[config.mk]
export PLATFORM = sky130hd
export DESIGN_NAME = morse_code_keyer
export DESIGN_NICKNAME = d
export VERILOG_FILES = /design/src/sv/mck_pkg.sv /design/src/sv/morse_code_keyer.sv /design/src/sv/mck_queue.sv /design/src/sv/mck_front.sv /design/src/sv/mck_back.sv
export SDC_FILE = /design/constraint.sdc
export NUM_CORES = 1
export LEC_CHECK = 0
export ABC_AREA = 1
export BUFFER_PORTS_ARGS = -buffer_cell sky130_fd_sc_hd__buf_2
export CELL_PAD_IN_SITES_DETAIL_PLACEMENT = 0
export CELL_PAD_IN_SITES_GLOBAL_PLACEMENT = 1
export CORE_MARGIN = 2
export CORE_UTILIZATION = 30
export DETAILED_ROUTE_END_ITERATION = 16
export GPL_ROUTABILITY_DRIVEN = 0
export PLACE_DENSITY = 0.61
export SYNTH_ARGS = -nofsm -noshare
export SYNTH_HDL_FRONTEND = slang
export SYNTH_SLANG_ARGS = --single-unit
[constraint.sdc]
create_clock -name clock -period 5.3 [get_ports clock]
set_clock_uncertainty 0.05 [all_clocks]
set_input_delay 0.265 -clock clock [delete_from_list [all_inputs] [get_ports clock]]
set_output_delay 0.265 -clock clock [all_outputs]
set_load 0.05 [all_outputs]
[src/sv/mck_pkg.sv]
// Shared types, codes and the Morse lookup table for the Morse code keyer.
package mck_pkg;

   // Gap kinds that come before a character
   localparam logic [1:0] GAP_NONE   = 2'd0;
   localparam logic [1:0] GAP_REPEAT = 2'd1;
   localparam logic [1:0] GAP_LETTER = 2'd2;
   localparam logic [1:0] GAP_WORD   = 2'd3;

   // Configuration register indexes
   localparam int CSR_IDX_W = 8;
   localparam logic [CSR_IDX_W-1:0] CSR_DOT_UNITS    = 8'd0;
   localparam logic [CSR_IDX_W-1:0] CSR_DASH_UNITS   = 8'd1;
   localparam logic [CSR_IDX_W-1:0] CSR_ELEMENT_GAP  = 8'd2;
   localparam logic [CSR_IDX_W-1:0] CSR_REPEAT_GAP   = 8'd3;
   localparam logic [CSR_IDX_W-1:0] CSR_LETTER_GAP   = 8'd4;
   localparam logic [CSR_IDX_W-1:0] CSR_WORD_GAP     = 8'd5;
   localparam logic [CSR_IDX_W-1:0] CSR_END_GAP      = 8'd6;
   localparam logic [CSR_IDX_W-1:0] CSR_LENGTH_LIMIT = 8'd7;

   localparam logic [7:0] CHAR_NUL   = 8'h00;
   localparam logic [7:0] CHAR_SPACE = 8'h20;

   // Configuration register file contents
   typedef struct packed {
      logic [7:0] dot_units;
      logic [7:0] dash_units;
      logic [7:0] element_gap;
      logic [7:0] repeat_gap;
      logic [7:0] letter_gap;
      logic [7:0] word_gap;
      logic [7:0] end_gap;
      logic [7:0] length_limit;
   } cfg_type;

   // One classified character, as queued between front and back
   typedef struct packed {
      logic [1:0] gap_kind;
      logic [6:0] elem_bits;   // element bits below the marker, 1 = dash
      logic [2:0] elem_count;  // number of elements
      logic       close;       // append end gap
   } cmd_type;

   // Queue status seen by both sides
   typedef struct packed {
      logic full;
      logic empty;
   } q_status_type;

   // Marker-bit codes for bytes 0x20..0x5F
   localparam logic [7:0] CODE_TABLE [64] = '{
      8'h00, 8'h6B, 8'h52, 8'h00, 8'h89, 8'h00, 8'h28, 8'h00,
      8'h36, 8'h6D, 8'h00, 8'h2A, 8'h73, 8'h61, 8'h55, 8'h32,
      8'h3F, 8'h2F, 8'h27, 8'h23, 8'h21, 8'h20, 8'h30, 8'h38,
      8'h3C, 8'h3E, 8'h78, 8'h6A, 8'h00, 8'h31, 8'h00, 8'h4C,
      8'h5A, 8'h05, 8'h18, 8'h1A, 8'h0C, 8'h02, 8'h12, 8'h0E,
      8'h10, 8'h04, 8'h17, 8'h0D, 8'h14, 8'h07, 8'h06, 8'h0F,
      8'h16, 8'h1D, 8'h0A, 8'h08, 8'h03, 8'h09, 8'h11, 8'h0B,
      8'h19, 8'h1B, 8'h1C, 8'h00, 8'h00, 8'h00, 8'h00, 8'h4D
   };

   // Case-insensitive lookup; bytes outside the table give code zero
   function automatic logic [7:0] lookup_code(input logic [7:0] c);
      logic [7:0] u;
      logic [7:0] t;
      u = c;
      if (c >= 8'h61 && c <= 8'h7A) begin
         u = c - 8'h20;
      end
      t = u - 8'h20;
      if (u < 8'h20 || u > 8'h5F) begin
         return 8'h00;
      end
      return CODE_TABLE[t[5:0]];
   endfunction

endpackage

[src/sv/morse_code_keyer.sv]
// Morse code keyer top level: configuration registers, front, queue and back.
//
// channel  direction  payload (low bit first)                     transaction when
// req      in         tdata[7:0] character                        req_tvalid & req_tready
// rsp      out        tdata[0] key_on, [8:1] duration; tlast      rsp_tvalid & rsp_tready
//                     run_end
// csr      in         csr_index register, csr_data value          csr_valid & csr_ready
//
// A character leaves the queue into the back sequencer, which then emits one key interval
// per cycle while the output register is free, at most 15 intervals per character.
// The front takes a new character whenever the two-entry queue has room.
// A stalled result holds in the output register; the sequencer waits behind it.
// Synchronous active-high reset restores register defaults and clears the message.
module morse_code_keyer
   import mck_pkg::*;
(
   input  logic                 clock,
   input  logic                 reset,
   input  logic                 req_tvalid,
   output logic                 req_tready,
   input  logic [7:0]           req_tdata,   // [7:0] character
   output logic                 rsp_tvalid,
   input  logic                 rsp_tready,
   output logic [15:0]          rsp_tdata,   // [0] key_on, [8:1] duration, rest zero
   output logic                 rsp_tlast,   // run_end
   input  logic                 csr_valid,
   output logic                 csr_ready,
   input  logic [CSR_IDX_W-1:0] csr_index,
   input  logic [7:0]           csr_data
);

   cfg_type      cfg_ff, cfg_in;
   q_status_type q_status;
   cmd_type      push_cmd;
   cmd_type      pop_cmd;
   logic         push;
   logic         pop;

   assign csr_ready = 1'b1;

   // configuration register writes; unknown indexes are ignored
   always_comb begin
      cfg_in = cfg_ff;
      if (csr_valid && csr_ready) begin
         case (csr_index)
            CSR_DOT_UNITS:    cfg_in.dot_units    = csr_data;
            CSR_DASH_UNITS:   cfg_in.dash_units   = csr_data;
            CSR_ELEMENT_GAP:  cfg_in.element_gap  = csr_data;
            CSR_REPEAT_GAP:   cfg_in.repeat_gap   = csr_data;
            CSR_LETTER_GAP:   cfg_in.letter_gap   = csr_data;
            CSR_WORD_GAP:     cfg_in.word_gap     = csr_data;
            CSR_END_GAP:      cfg_in.end_gap      = csr_data;
            CSR_LENGTH_LIMIT: cfg_in.length_limit = csr_data;
            default:          cfg_in = cfg_ff;
         endcase
      end
   end

   always_ff @(posedge clock) begin
      if (reset) begin
         cfg_ff.dot_units    <= 8'd1;
         cfg_ff.dash_units   <= 8'd3;
         cfg_ff.element_gap  <= 8'd1;
         cfg_ff.repeat_gap   <= 8'd1;
         cfg_ff.letter_gap   <= 8'd2;
         cfg_ff.word_gap     <= 8'd4;
         cfg_ff.end_gap      <= 8'd6;
         cfg_ff.length_limit <= 8'd255;
      end else begin
         cfg_ff <= cfg_in;
      end
   end

   mck_front u_front (
      .clock      (clock),
      .reset      (reset),
      .cfg        (cfg_ff),
      .req_tvalid (req_tvalid),
      .req_tready (req_tready),
      .req_tdata  (req_tdata),
      .q_status   (q_status),
      .push       (push),
      .push_cmd   (push_cmd)
   );

   mck_queue u_queue (
      .clock    (clock),
      .reset    (reset),
      .push     (push),
      .push_cmd (push_cmd),
      .pop      (pop),
      .pop_cmd  (pop_cmd),
      .status   (q_status)
   );

   mck_back u_back (
      .clock      (clock),
      .reset      (reset),
      .cfg        (cfg_ff),
      .q_status   (q_status),
      .pop_cmd    (pop_cmd),
      .pop        (pop),
      .rsp_tvalid (rsp_tvalid),
      .rsp_tready (rsp_tready),
      .rsp_tdata  (rsp_tdata),
      .rsp_tlast  (rsp_tlast)
   );

endmodule

[src/sv/mck_queue.sv]
// Two-entry command queue between the keyer front and back.
module mck_queue
   import mck_pkg::*;
(
   input  logic         clock,
   input  logic         reset,
   input  logic         push,
   input  cmd_type      push_cmd,
   input  logic         pop,
   output cmd_type      pop_cmd,
   output q_status_type status
);

   localparam int DEPTH = 2;

   cmd_type    slot_ff [DEPTH];
   logic       wr_ptr_ff, wr_ptr_in;
   logic       rd_ptr_ff, rd_ptr_in;
   logic [1:0] count_ff, count_in;

   assign status.full  = (count_ff == 2'd2);
   assign status.empty = (count_ff == 2'd0);
   assign pop_cmd      = slot_ff[rd_ptr_ff];

   // pointer and fill count update
   always_comb begin
      wr_ptr_in = wr_ptr_ff;
      rd_ptr_in = rd_ptr_ff;
      count_in  = count_ff;
      if (push) begin
         wr_ptr_in = ~wr_ptr_ff;
      end
      if (pop) begin
         rd_ptr_in = ~rd_ptr_ff;
      end
      if (push && !pop) begin
         count_in = count_ff + 2'd1;
      end else if (!push && pop) begin
         count_in = count_ff - 2'd1;
      end
   end

   always_ff @(posedge clock) begin
      if (reset) begin
         wr_ptr_ff <= 1'b0;
         rd_ptr_ff <= 1'b0;
         count_ff  <= 2'd0;
      end else begin
         wr_ptr_ff <= wr_ptr_in;
         rd_ptr_ff <= rd_ptr_in;
         count_ff  <= count_in;
      end
   end

   // entry storage, no reset needed
   always_ff @(posedge clock) begin
      if (push) begin
         slot_ff[wr_ptr_ff] <= push_cmd;
      end
   end

`ifndef SYNTH
   a_count_range: assert property (@(posedge clock) disable iff (reset)
      count_ff <= 2'd2)
      else $error("queue fill count out of range");
   a_no_pop_empty: assert property (@(posedge clock) disable iff (reset)
      pop |-> !status.empty)
      else $error("queue popped while empty");
   a_no_push_full: assert property (@(posedge clock) disable iff (reset)
      (push && !pop) |-> !status.full)
      else $error("queue pushed while full");
`endif

endmodule

[src/sv/mck_front.sv]
// Keyer front: accepts characters, tracks message state, queues commands.
module mck_front
   import mck_pkg::*;
(
   input  logic         clock,
   input  logic         reset,
   input  cfg_type      cfg,
   input  logic         req_tvalid,
   output logic         req_tready,
   input  logic [7:0]   req_tdata,
   input  q_status_type q_status,
   output logic         push,
   output cmd_type      push_cmd
);

   logic [7:0] prev_ff, prev_in;
   logic [7:0] count_ff, count_in;
   logic [7:0] count_next;
   logic [7:0] code;
   logic [2:0] len;
   logic       close;
   logic       is_nul;
   logic       is_space;

   assign req_tready = !q_status.full;
   assign push       = req_tvalid && req_tready;
   assign is_nul     = (req_tdata == CHAR_NUL);
   assign is_space   = (req_tdata == CHAR_SPACE);
   assign code       = lookup_code(req_tdata);

   // element count is the position of the marker bit
   always_comb begin
      len = 3'd0;
      for (int i = 1; i < 8; i++) begin
         if (code[i]) begin
            len = 3'(i);
         end
      end
   end

   // classify the character and work out the next message state
   always_comb begin
      count_next = (count_ff != 8'hFF) ? count_ff + 8'd1 : count_ff;
      close      = 1'b0;
      push_cmd.gap_kind   = GAP_NONE;
      push_cmd.elem_bits  = 7'd0;
      push_cmd.elem_count = 3'd0;
      prev_in  = prev_ff;
      count_in = count_ff;
      if (is_nul) begin
         close = 1'b1;
      end else begin
         if (is_space) begin
            push_cmd.gap_kind = GAP_WORD;
         end else begin
            if (count_ff != 8'd0) begin
               push_cmd.gap_kind = (prev_ff == req_tdata) ? GAP_REPEAT : GAP_LETTER;
            end
            push_cmd.elem_bits  = code[6:0];
            push_cmd.elem_count = len;
         end
         prev_in  = req_tdata;
         count_in = count_next;
         close    = (count_next >= cfg.length_limit);
      end
      if (close) begin
         prev_in  = 8'd0;
         count_in = 8'd0;
      end
      push_cmd.close = close;
   end

   always_ff @(posedge clock) begin
      if (reset) begin
         prev_ff  <= 8'd0;
         count_ff <= 8'd0;
      end else if (push) begin
         prev_ff  <= prev_in;
         count_ff <= count_in;
      end
   end

`ifndef SYNTH
   a_nul_closes: assert property (@(posedge clock) disable iff (reset)
      (push && is_nul) |=> (count_ff == 8'd0 && prev_ff == 8'd0))
      else $error("NUL did not clear the message state");
   a_count_limit: assert property (@(posedge clock) disable iff (reset)
      (push && !is_nul && !push_cmd.close) |=> (count_ff != 8'd0))
      else $error("character not counted");
   a_space_no_elems: assert property (@(posedge clock) disable iff (reset)
      (push && is_space) |-> (push_cmd.elem_count == 3'd0))
      else $error("space queued with elements");
`endif

endmodule

[src/sv/mck_back.sv]
// Keyer back: sequences queued commands into timed key intervals.
module mck_back
   import mck_pkg::*;
(
   input  logic         clock,
   input  logic         reset,
   input  cfg_type      cfg,
   input  q_status_type q_status,
   input  cmd_type      pop_cmd,
   output logic         pop,
   output logic         rsp_tvalid,
   input  logic         rsp_tready,
   output logic [15:0]  rsp_tdata,
   output logic         rsp_tlast
);

   logic       busy_ff, busy_in;
   logic       gap_ff, gap_in;
   logic [1:0] kind_ff, kind_in;
   logic [6:0] bits_ff, bits_in;
   logic [2:0] elems_ff, elems_in;
   logic       egap_ff, egap_in;
   logic       close_ff, close_in;
   logic       valid_ff, valid_in;
   logic       key_ff, key_in;
   logic [7:0] dur_ff, dur_in;
   logic       last_ff, last_in;
   logic       out_free;
   logic       emit;
   logic [2:0] elem_idx;
   logic [7:0] gap_dur;

   assign out_free = !valid_ff || rsp_tready;
   assign emit     = busy_ff && out_free;
   assign pop      = !busy_ff && !q_status.empty;
   assign elem_idx = elems_ff - 3'd1;

   // duration of the gap ahead of a character
   always_comb begin
      case (kind_ff)
         GAP_REPEAT: gap_dur = cfg.repeat_gap;
         GAP_LETTER: gap_dur = cfg.letter_gap;
         GAP_WORD:   gap_dur = cfg.word_gap;
         default:    gap_dur = 8'd0;
      endcase
   end

   // load a command, or emit the next interval of the current one
   always_comb begin
      busy_in  = busy_ff;
      gap_in   = gap_ff;
      kind_in  = kind_ff;
      bits_in  = bits_ff;
      elems_in = elems_ff;
      egap_in  = egap_ff;
      close_in = close_ff;
      valid_in = valid_ff && !rsp_tready;
      key_in   = key_ff;
      dur_in   = dur_ff;
      last_in  = last_ff;
      if (pop) begin
         gap_in   = (pop_cmd.gap_kind != GAP_NONE);
         kind_in  = pop_cmd.gap_kind;
         bits_in  = pop_cmd.elem_bits;
         elems_in = pop_cmd.elem_count;
         egap_in  = 1'b0;
         close_in = pop_cmd.close;
         busy_in  = (pop_cmd.gap_kind != GAP_NONE) || (pop_cmd.elem_count != 3'd0)
                    || pop_cmd.close;
      end else if (emit) begin
         valid_in = 1'b1;
         if (gap_ff) begin
            key_in = 1'b0;
            dur_in = gap_dur;
            gap_in = 1'b0;
         end else if (egap_ff) begin
            key_in  = 1'b0;
            dur_in  = cfg.element_gap;
            egap_in = 1'b0;
         end else if (elems_ff != 3'd0) begin
            key_in   = 1'b1;
            dur_in   = bits_ff[elem_idx] ? cfg.dash_units : cfg.dot_units;
            elems_in = elems_ff - 3'd1;
            egap_in  = (elems_ff > 3'd1);
         end else begin
            key_in   = 1'b0;
            dur_in   = cfg.end_gap;
            close_in = 1'b0;
         end
         busy_in = gap_in || egap_in || (elems_in != 3'd0) || close_in;
         last_in = !busy_in;
      end
   end

   always_ff @(posedge clock) begin
      if (reset) begin
         busy_ff  <= 1'b0;
         gap_ff   <= 1'b0;
         elems_ff <= 3'd0;
         egap_ff  <= 1'b0;
         close_ff <= 1'b0;
         valid_ff <= 1'b0;
      end else begin
         busy_ff  <= busy_in;
         gap_ff   <= gap_in;
         elems_ff <= elems_in;
         egap_ff  <= egap_in;
         close_ff <= close_in;
         valid_ff <= valid_in;
      end
   end

   // payload registers
   always_ff @(posedge clock) begin
      kind_ff <= kind_in;
      bits_ff <= bits_in;
      key_ff  <= key_in;
      dur_ff  <= dur_in;
      last_ff <= last_in;
   end

   assign rsp_tvalid = valid_ff;
   assign rsp_tdata  = {7'd0, dur_ff, key_ff};
   assign rsp_tlast  = last_ff;

`ifndef SYNTH
   a_idle_clear: assert property (@(posedge clock) disable iff (reset)
      !busy_ff |-> (!gap_ff && !egap_ff && elems_ff == 3'd0 && !close_ff))
      else $error("sequencer idle with work pending");
   a_egap_elem: assert property (@(posedge clock) disable iff (reset)
      egap_ff |-> (elems_ff != 3'd0))
      else $error("element gap pending with no element after it");
   a_last_idle: assert property (@(posedge clock) disable iff (reset)
      emit |=> (rsp_tlast == !busy_ff))
      else $error("run end flag disagrees with sequencer state");
`endif

endmodule

Word-level counts from Yosys, hierarchy flattened
Memories as Yosys holds them, arrays and structs flattened. A register that Yosys moved wholly into a read port is not among the register bits.
Index checks and enable logic that the tools add are counted.
{ "classes": {"n_eq_ne": 15, "order_cmp": 8, "n_reduce_logical": 44, "n_addsub": 6, "mux": 65, "bitwise": 4} }
{ "op_table": {"columns": ["operator", "count"], "rows": [
  ["$mux 8", 14],
  ["$mux 3", 11],
  ["$eq 8x3->1 const B", 4],
  ["$mux 1", 29],
  ["$pmux 8 s3", 1],
  ["$reduce_and 2->1", 10],
  ["$eq 8x2->1 const B", 2],
  ["$logic_not 8->1", 2],
  ["$mux 2", 7],
  ["$mux 12", 1],
  ["$mux 10", 1],
  ["$reduce_bool 3->1", 3],
  ["$add 8x1->8 const B", 1],
  ["$eq 8x1->1 const B", 1],
  ["$eq 8x6->1 const B", 1],
  ["$eq 8x8->1", 1],
  ["$ge 8x7->1 const B", 1],
  ["$ge 8x8->1", 1],
  ["$gt 8x7->1 const B", 1],
  ["$le 8x7->1 const B", 1],
  ["$logic_not 1->1", 8],
  ["$lt 8x6->1 const B", 1],
  ["$ne 8x8->1 const B", 1],
  ["$reduce_bool 8->1", 1],
  ["19 further kinds", 38]
]} }
{ "totals": {"mem_bits_rw": 26, "word_cells": 168, "rom_bits": 512, "output_inout_bits": 20, "memories": 2, "ff_bits": 111} }
{ "memory_table": {"columns": ["memory", "words", "word_bits", "rd", "rd_ports_with_merged_regs", "wr", "line", "source"], "rows": [
  ["(no name shown)", 64, 8, 1, 0, 0, "mck_pkg.sv:74", "return CODE_TABLE[t[5:0]];"],
  ["u_queue.slot_ff", 2, 13, 1, 1, 1, "mck_queue.sv:16", "cmd_type slot_ff [DEPTH];"]
]} }

Longest topological paths before layout
{ "logic_depth": {"word_depth": 18, "ltp_mapped": 18} }

Cells and area by module
Synthesis repeated with hierarchy kept, for this count alone.
{ "hier_totals": {"cells_unflattened": 997, "hier_area_um2": 7573.5} }
{ "by_module_without_submodules": {"columns": ["module", "area_each_um2", "n_inst", "seq_area_each_um2", "cells_per_inst"], "rows": [
  ["morse_code_keyer", 2671.3, 1, 1281.2, 371],
  ["mck_front", 2005.7, 1, 320.3, 321],
  ["mck_back", 1694.1, 1, 730.7, 232],
  ["mck_queue", 1202.4, 1, 880.8, 73]
]} }

Worst setup path after synthesis
OpenSTA, ideal clock, no wires.
{ "synth_timing": {"path_type": "reg2reg", "start": "register u_front.count_ff[0]", "end": "register u_front.prev_ff[4]", "period_less_slack_ps": 2629, "slack_ps": 2671, "required_ps": 5185, "arrival_time_ps": 2514, "path_stages_with_launch": 17, "path_buffers": 1, "setup_time_ps": 65, "path_cell_list": "dfxtp_1 -> ha_1 -> nand2_1 -> nor3_2 -> nand2_1 -> nor2_2 -> inv_2 -> nand4_1 -> xor2_1 -> ha_1 -> a21oi_1 -> o21a_1 -> nand4_2 -> nor2_2 -> buf_6 -> a22oi_1 -> nor2_1"} }
{ "synth_rtl": {"columns": ["element", "line", "source"], "rows": [
  ["from (decl)", "mck_front.sv:17", "logic [7:0] count_ff, count_in;"],
  ["from (signal assigned)", "mck_front.sv:79", "count_ff <= count_in;"],
  ["to (signal assigned)", "mck_front.sv:78", "prev_ff <= prev_in;"],
  ["to (decl)", "mck_front.sv:16", "logic [7:0] prev_ff, prev_in;"]
]} }

==> flow_summary.json <==
{
  "antenna_found_initial": 0,
  "drc": 0,
  "fmax_mhz": 307,
  "cts_tree": "done",
  "cp.arrival_ns": 3.56,
  "endpoint_kind": "flop",
  "startpoint": "u_front.count_ff[0]$_SDFFE_PP0P_",
  "power.density_nw_per_um2": 457,
  "path_class": "reg2reg",
  "place_ws_ns": 2.00,
  "track_usage_pct": 14.9,
  "wl_met1_um": 9100,
  "wirelength_um": 17700,
  "clkSlewWorstSetupHoldPaths_ns": 0.07,
  "finalCriticalPeriod_ns": 3.25,
  "yosys_warnings": 0,
  "wl_met2_um": 7830,
  "crit_buf_inv": 1,
  "slew_headroom_pct": 32.9,
  "num_antenna_cells": 0,
  "cts_post_setup_buffers_inserted": 0,
  "nNetsFinal": 994,
  "portBuffers": 40,
  "ys.flop_type": "dfxtp_1",
  "synth_seq_area_share_pct": 45.1,
  "grt.overflow.total": 0,
  "crit_required_ns": 5.61,
  "p_leak_uw": 0.00351,
  "io_pins": 49,
  "multi_input_area_um2": 3380,
  "peakVddDrop_v": 0.000236,
  "final_cell_mix": "nand2_1 (209), nor2_1 (128), dfxtp_1 (93), inv_1 (74), o21ai_0 (74)",
  "period_share_pct": 61.4,
  "synthCells": 909,
  "fin_ws_ns": 2.05,
  "synth_edf_count": 45,
  "status": "finished clean",
  "core_um2": 23400,
  "finalSetupViolCount": 0,
  "cp_slowest_stage_delay_ns": 0.54,
  "routed-wl-met3_um": 544,
  "grt_pass1_vias": 5552,
  "drive_gt1_share_pct": 13.0,
  "drt-initial-drc-count": 261,
  "cts_max_path_buffers": 2,
  "r2r-start": "u_front.count_ff[0]$_SDFFE_PP0P_",
  "slew_violations": 0,
  "final_common_cell": "nand2_1",
  "synth.distinct_cells": 48,
  "avgViaCountPerCell": 4.62,
  "hold_buffers": 0,
  "seqCellArea_um2": 3210,
  "synth.cell_area_um2": 7120,
  "min-delay-start": "csr_data[0]",
  "numCtsBuffers": 17,
  "grt_pass1_wl_um": 29100,
  "cts.sinks": 138,
  "fill_cells": 2574,
  "crit_path_cell_trace": "ha_1 -> nand2_1 -> nor3_2 -> nand2_1 -> nor2_2 -> inv_2 -> o21ai_0 -> ha_1 -> a21oi_1 -> o21ai_0 -> nand2_1 -> nand4_2 -> nor2_2 -> a22oi_1 -> nor2_1",
  "worst_slew_pin_slew_ns": 1.00,
  "cp_top_family": "simple AND/OR/NAND/NOR gates",
  "rsz0062_at_grt": "no",
  "cts_resized": 0,
  "drtAntennaViolNets": 0,
  "grt_max_degree": 71,
  "rows": 56,
  "area_growth_syn_to_layout_pct": 14.5,
  "crit_path_start_kind": "flop",
  "ys_ff_latch": 138,
  "whs_ns": 0.0614,
  "fin_util_pct": 34.8,
  "hold_viol": 0,
  "setup_tns_ns": 0,
  "clkLatencyLatePin_ns": 0.43,
  "die_x_um": 158,
  "crit_top_cell": "nand2_1",
  "crit_slowest_cell": "nor2_2",
  "highest_layer": "met4",
  "syn_area_per_cell_um2": 7.83,
  "cap_viol_max_count": 0,
  "cts-root-buf": "clkbuf_16",
  "initial_utilization_pct": 30.4,
  "hold_path.class": "in2reg",
  "place_hpwl_um": 12800,
  "drt_pass1_iterations": 5,
  "dieArea_um2": 25000,
  "dieHeight_um": 158,
  "async_flop_share_pct": 0,
  "wire_per_inst_um": 13.9,
  "crit_fanout": 15,
  "num_vias": 5878,
  "h-tree-depth": 4
}
==> per-layer routing <==
| layer | GRT usage (%) | up-vias |
|---|---|---|
| li1 | - | 3078 |
| met1 | 21.4 | 2686 |
| met2 | 22.6 | 97 |
| met3 | 2.74 | 17 |
| met4 | 4.55 | 0 |
| met5 | 0 | - |
==> power by group <==
| group | internal, µW | switching (µW) |
|---|---|---|
| Combinational | 329 | 831 |
| Sequential | 1300 | 84.3 |
| Clock | 637 | 545 |
==> path summary, 6_finish.rpt <==
path / endpoint / slack (ns) / cells past startpoint
worst min-delay path: cfg_ff[0]$_SDFFE_PP1P_ / 0.06 / 3
worst max register to register: u_front.count_ff[6]$_SDFFE_PP0P_ / 2.05 / 15
worst max-delay path: u_front.count_ff[6]$_SDFFE_PP0P_ / 2.05 / 15
worst min register to register: u_queue.rd_ptr_ff$_SDFFE_PP0P_ / 0.40 / 1
==> synth_stat cells (all sizes together) (5+ instances only) <==
cell type	number	area [µm²]
nand3	37	218
clkbuf	17	65.1
dfxtp	93	1860
nand4	14	100
nand2	217	840
edfxtp	45	1350
ha	24	300
xnor2	9	78.8
inv	85	324
or2	7	46.3
o211ai	27	203
nor3	12	75.1
buf	20	154
nor2	134	532
o21ai	77	389
a22oi	20	150
xor2	5	43.8
a21oi	43	226
==> logic make-up (layout without fill, tap and decap cells) <==
logic type | count (synthesis) | after routing | synth area share (%)
AND/OR/NAND/NOR | 426 | 426 | 26.0
flip-flops | 138 | 138 | 45.1
buffers and inverters | 125 | 164 | 7.78
AO/OA/AOI/OAI | 178 | 178 | 14.8
XOR/XNOR | 14 | 14 | 1.72
multiplexers | 2 | 2 | 0.281
other | 2 | 8 | 0.105
adder cells (fa/ha/maj) | 24 | 24 | 4.22
==> per-stage QoR <==
step / instances / instance area [µm²] / power, µW
2_1_floorplan: 915 / 7140 / 2270
3_3_place_gp: 1241 / 7550 / 2600
3_5_place_dp: 1241 / 7550 / 2590
4_1_cts: 1273 / 8150 / 3780
5_1_grt: 1273 / 8150 / 3980
6_report: 1273 / 8150 / 3720
==> area by class of cell <==
cell class	instances	area share (%)
clock buffers	17	5.22
clock inverters	15	2.10
inverters	88	4.11
multi-input cells	652	41.4
flip-flops and latches	138	39.4
well taps	319	4.90
repair buffers	44	2.82
==> registers in the layout, summed over array words and instances, names as in the netlist, 2 cells and up, named ones only <==
name              cells
cfg_ff               64
u_back.bits_ff        7
u_back.dur_ff         8
u_back.elems_ff       3
u_back.kind_ff        2
u_front.count_ff      8
u_front.prev_ff       8
u_queue.count_ff      2
u_queue.slot_ff      26
==> worst register-to-register path, stage by stage (launching register included) <==
cell,delay (ns)
dfxtp_1,0.40
ha_1,0.19
nand2_1,0.09
nor3_2,0.22
nand2_1,0.09
nor2_2,0.19
inv_2,0.09
o21ai_0,0.33
ha_1,0.32
a21oi_1,0.14
o21ai_0,0.08
nand2_1,0.08
nand4_2,0.13
nor2_2,0.54
a22oi_1,0.14
nor2_1,0.12
(Power assumes the default switching activity.)
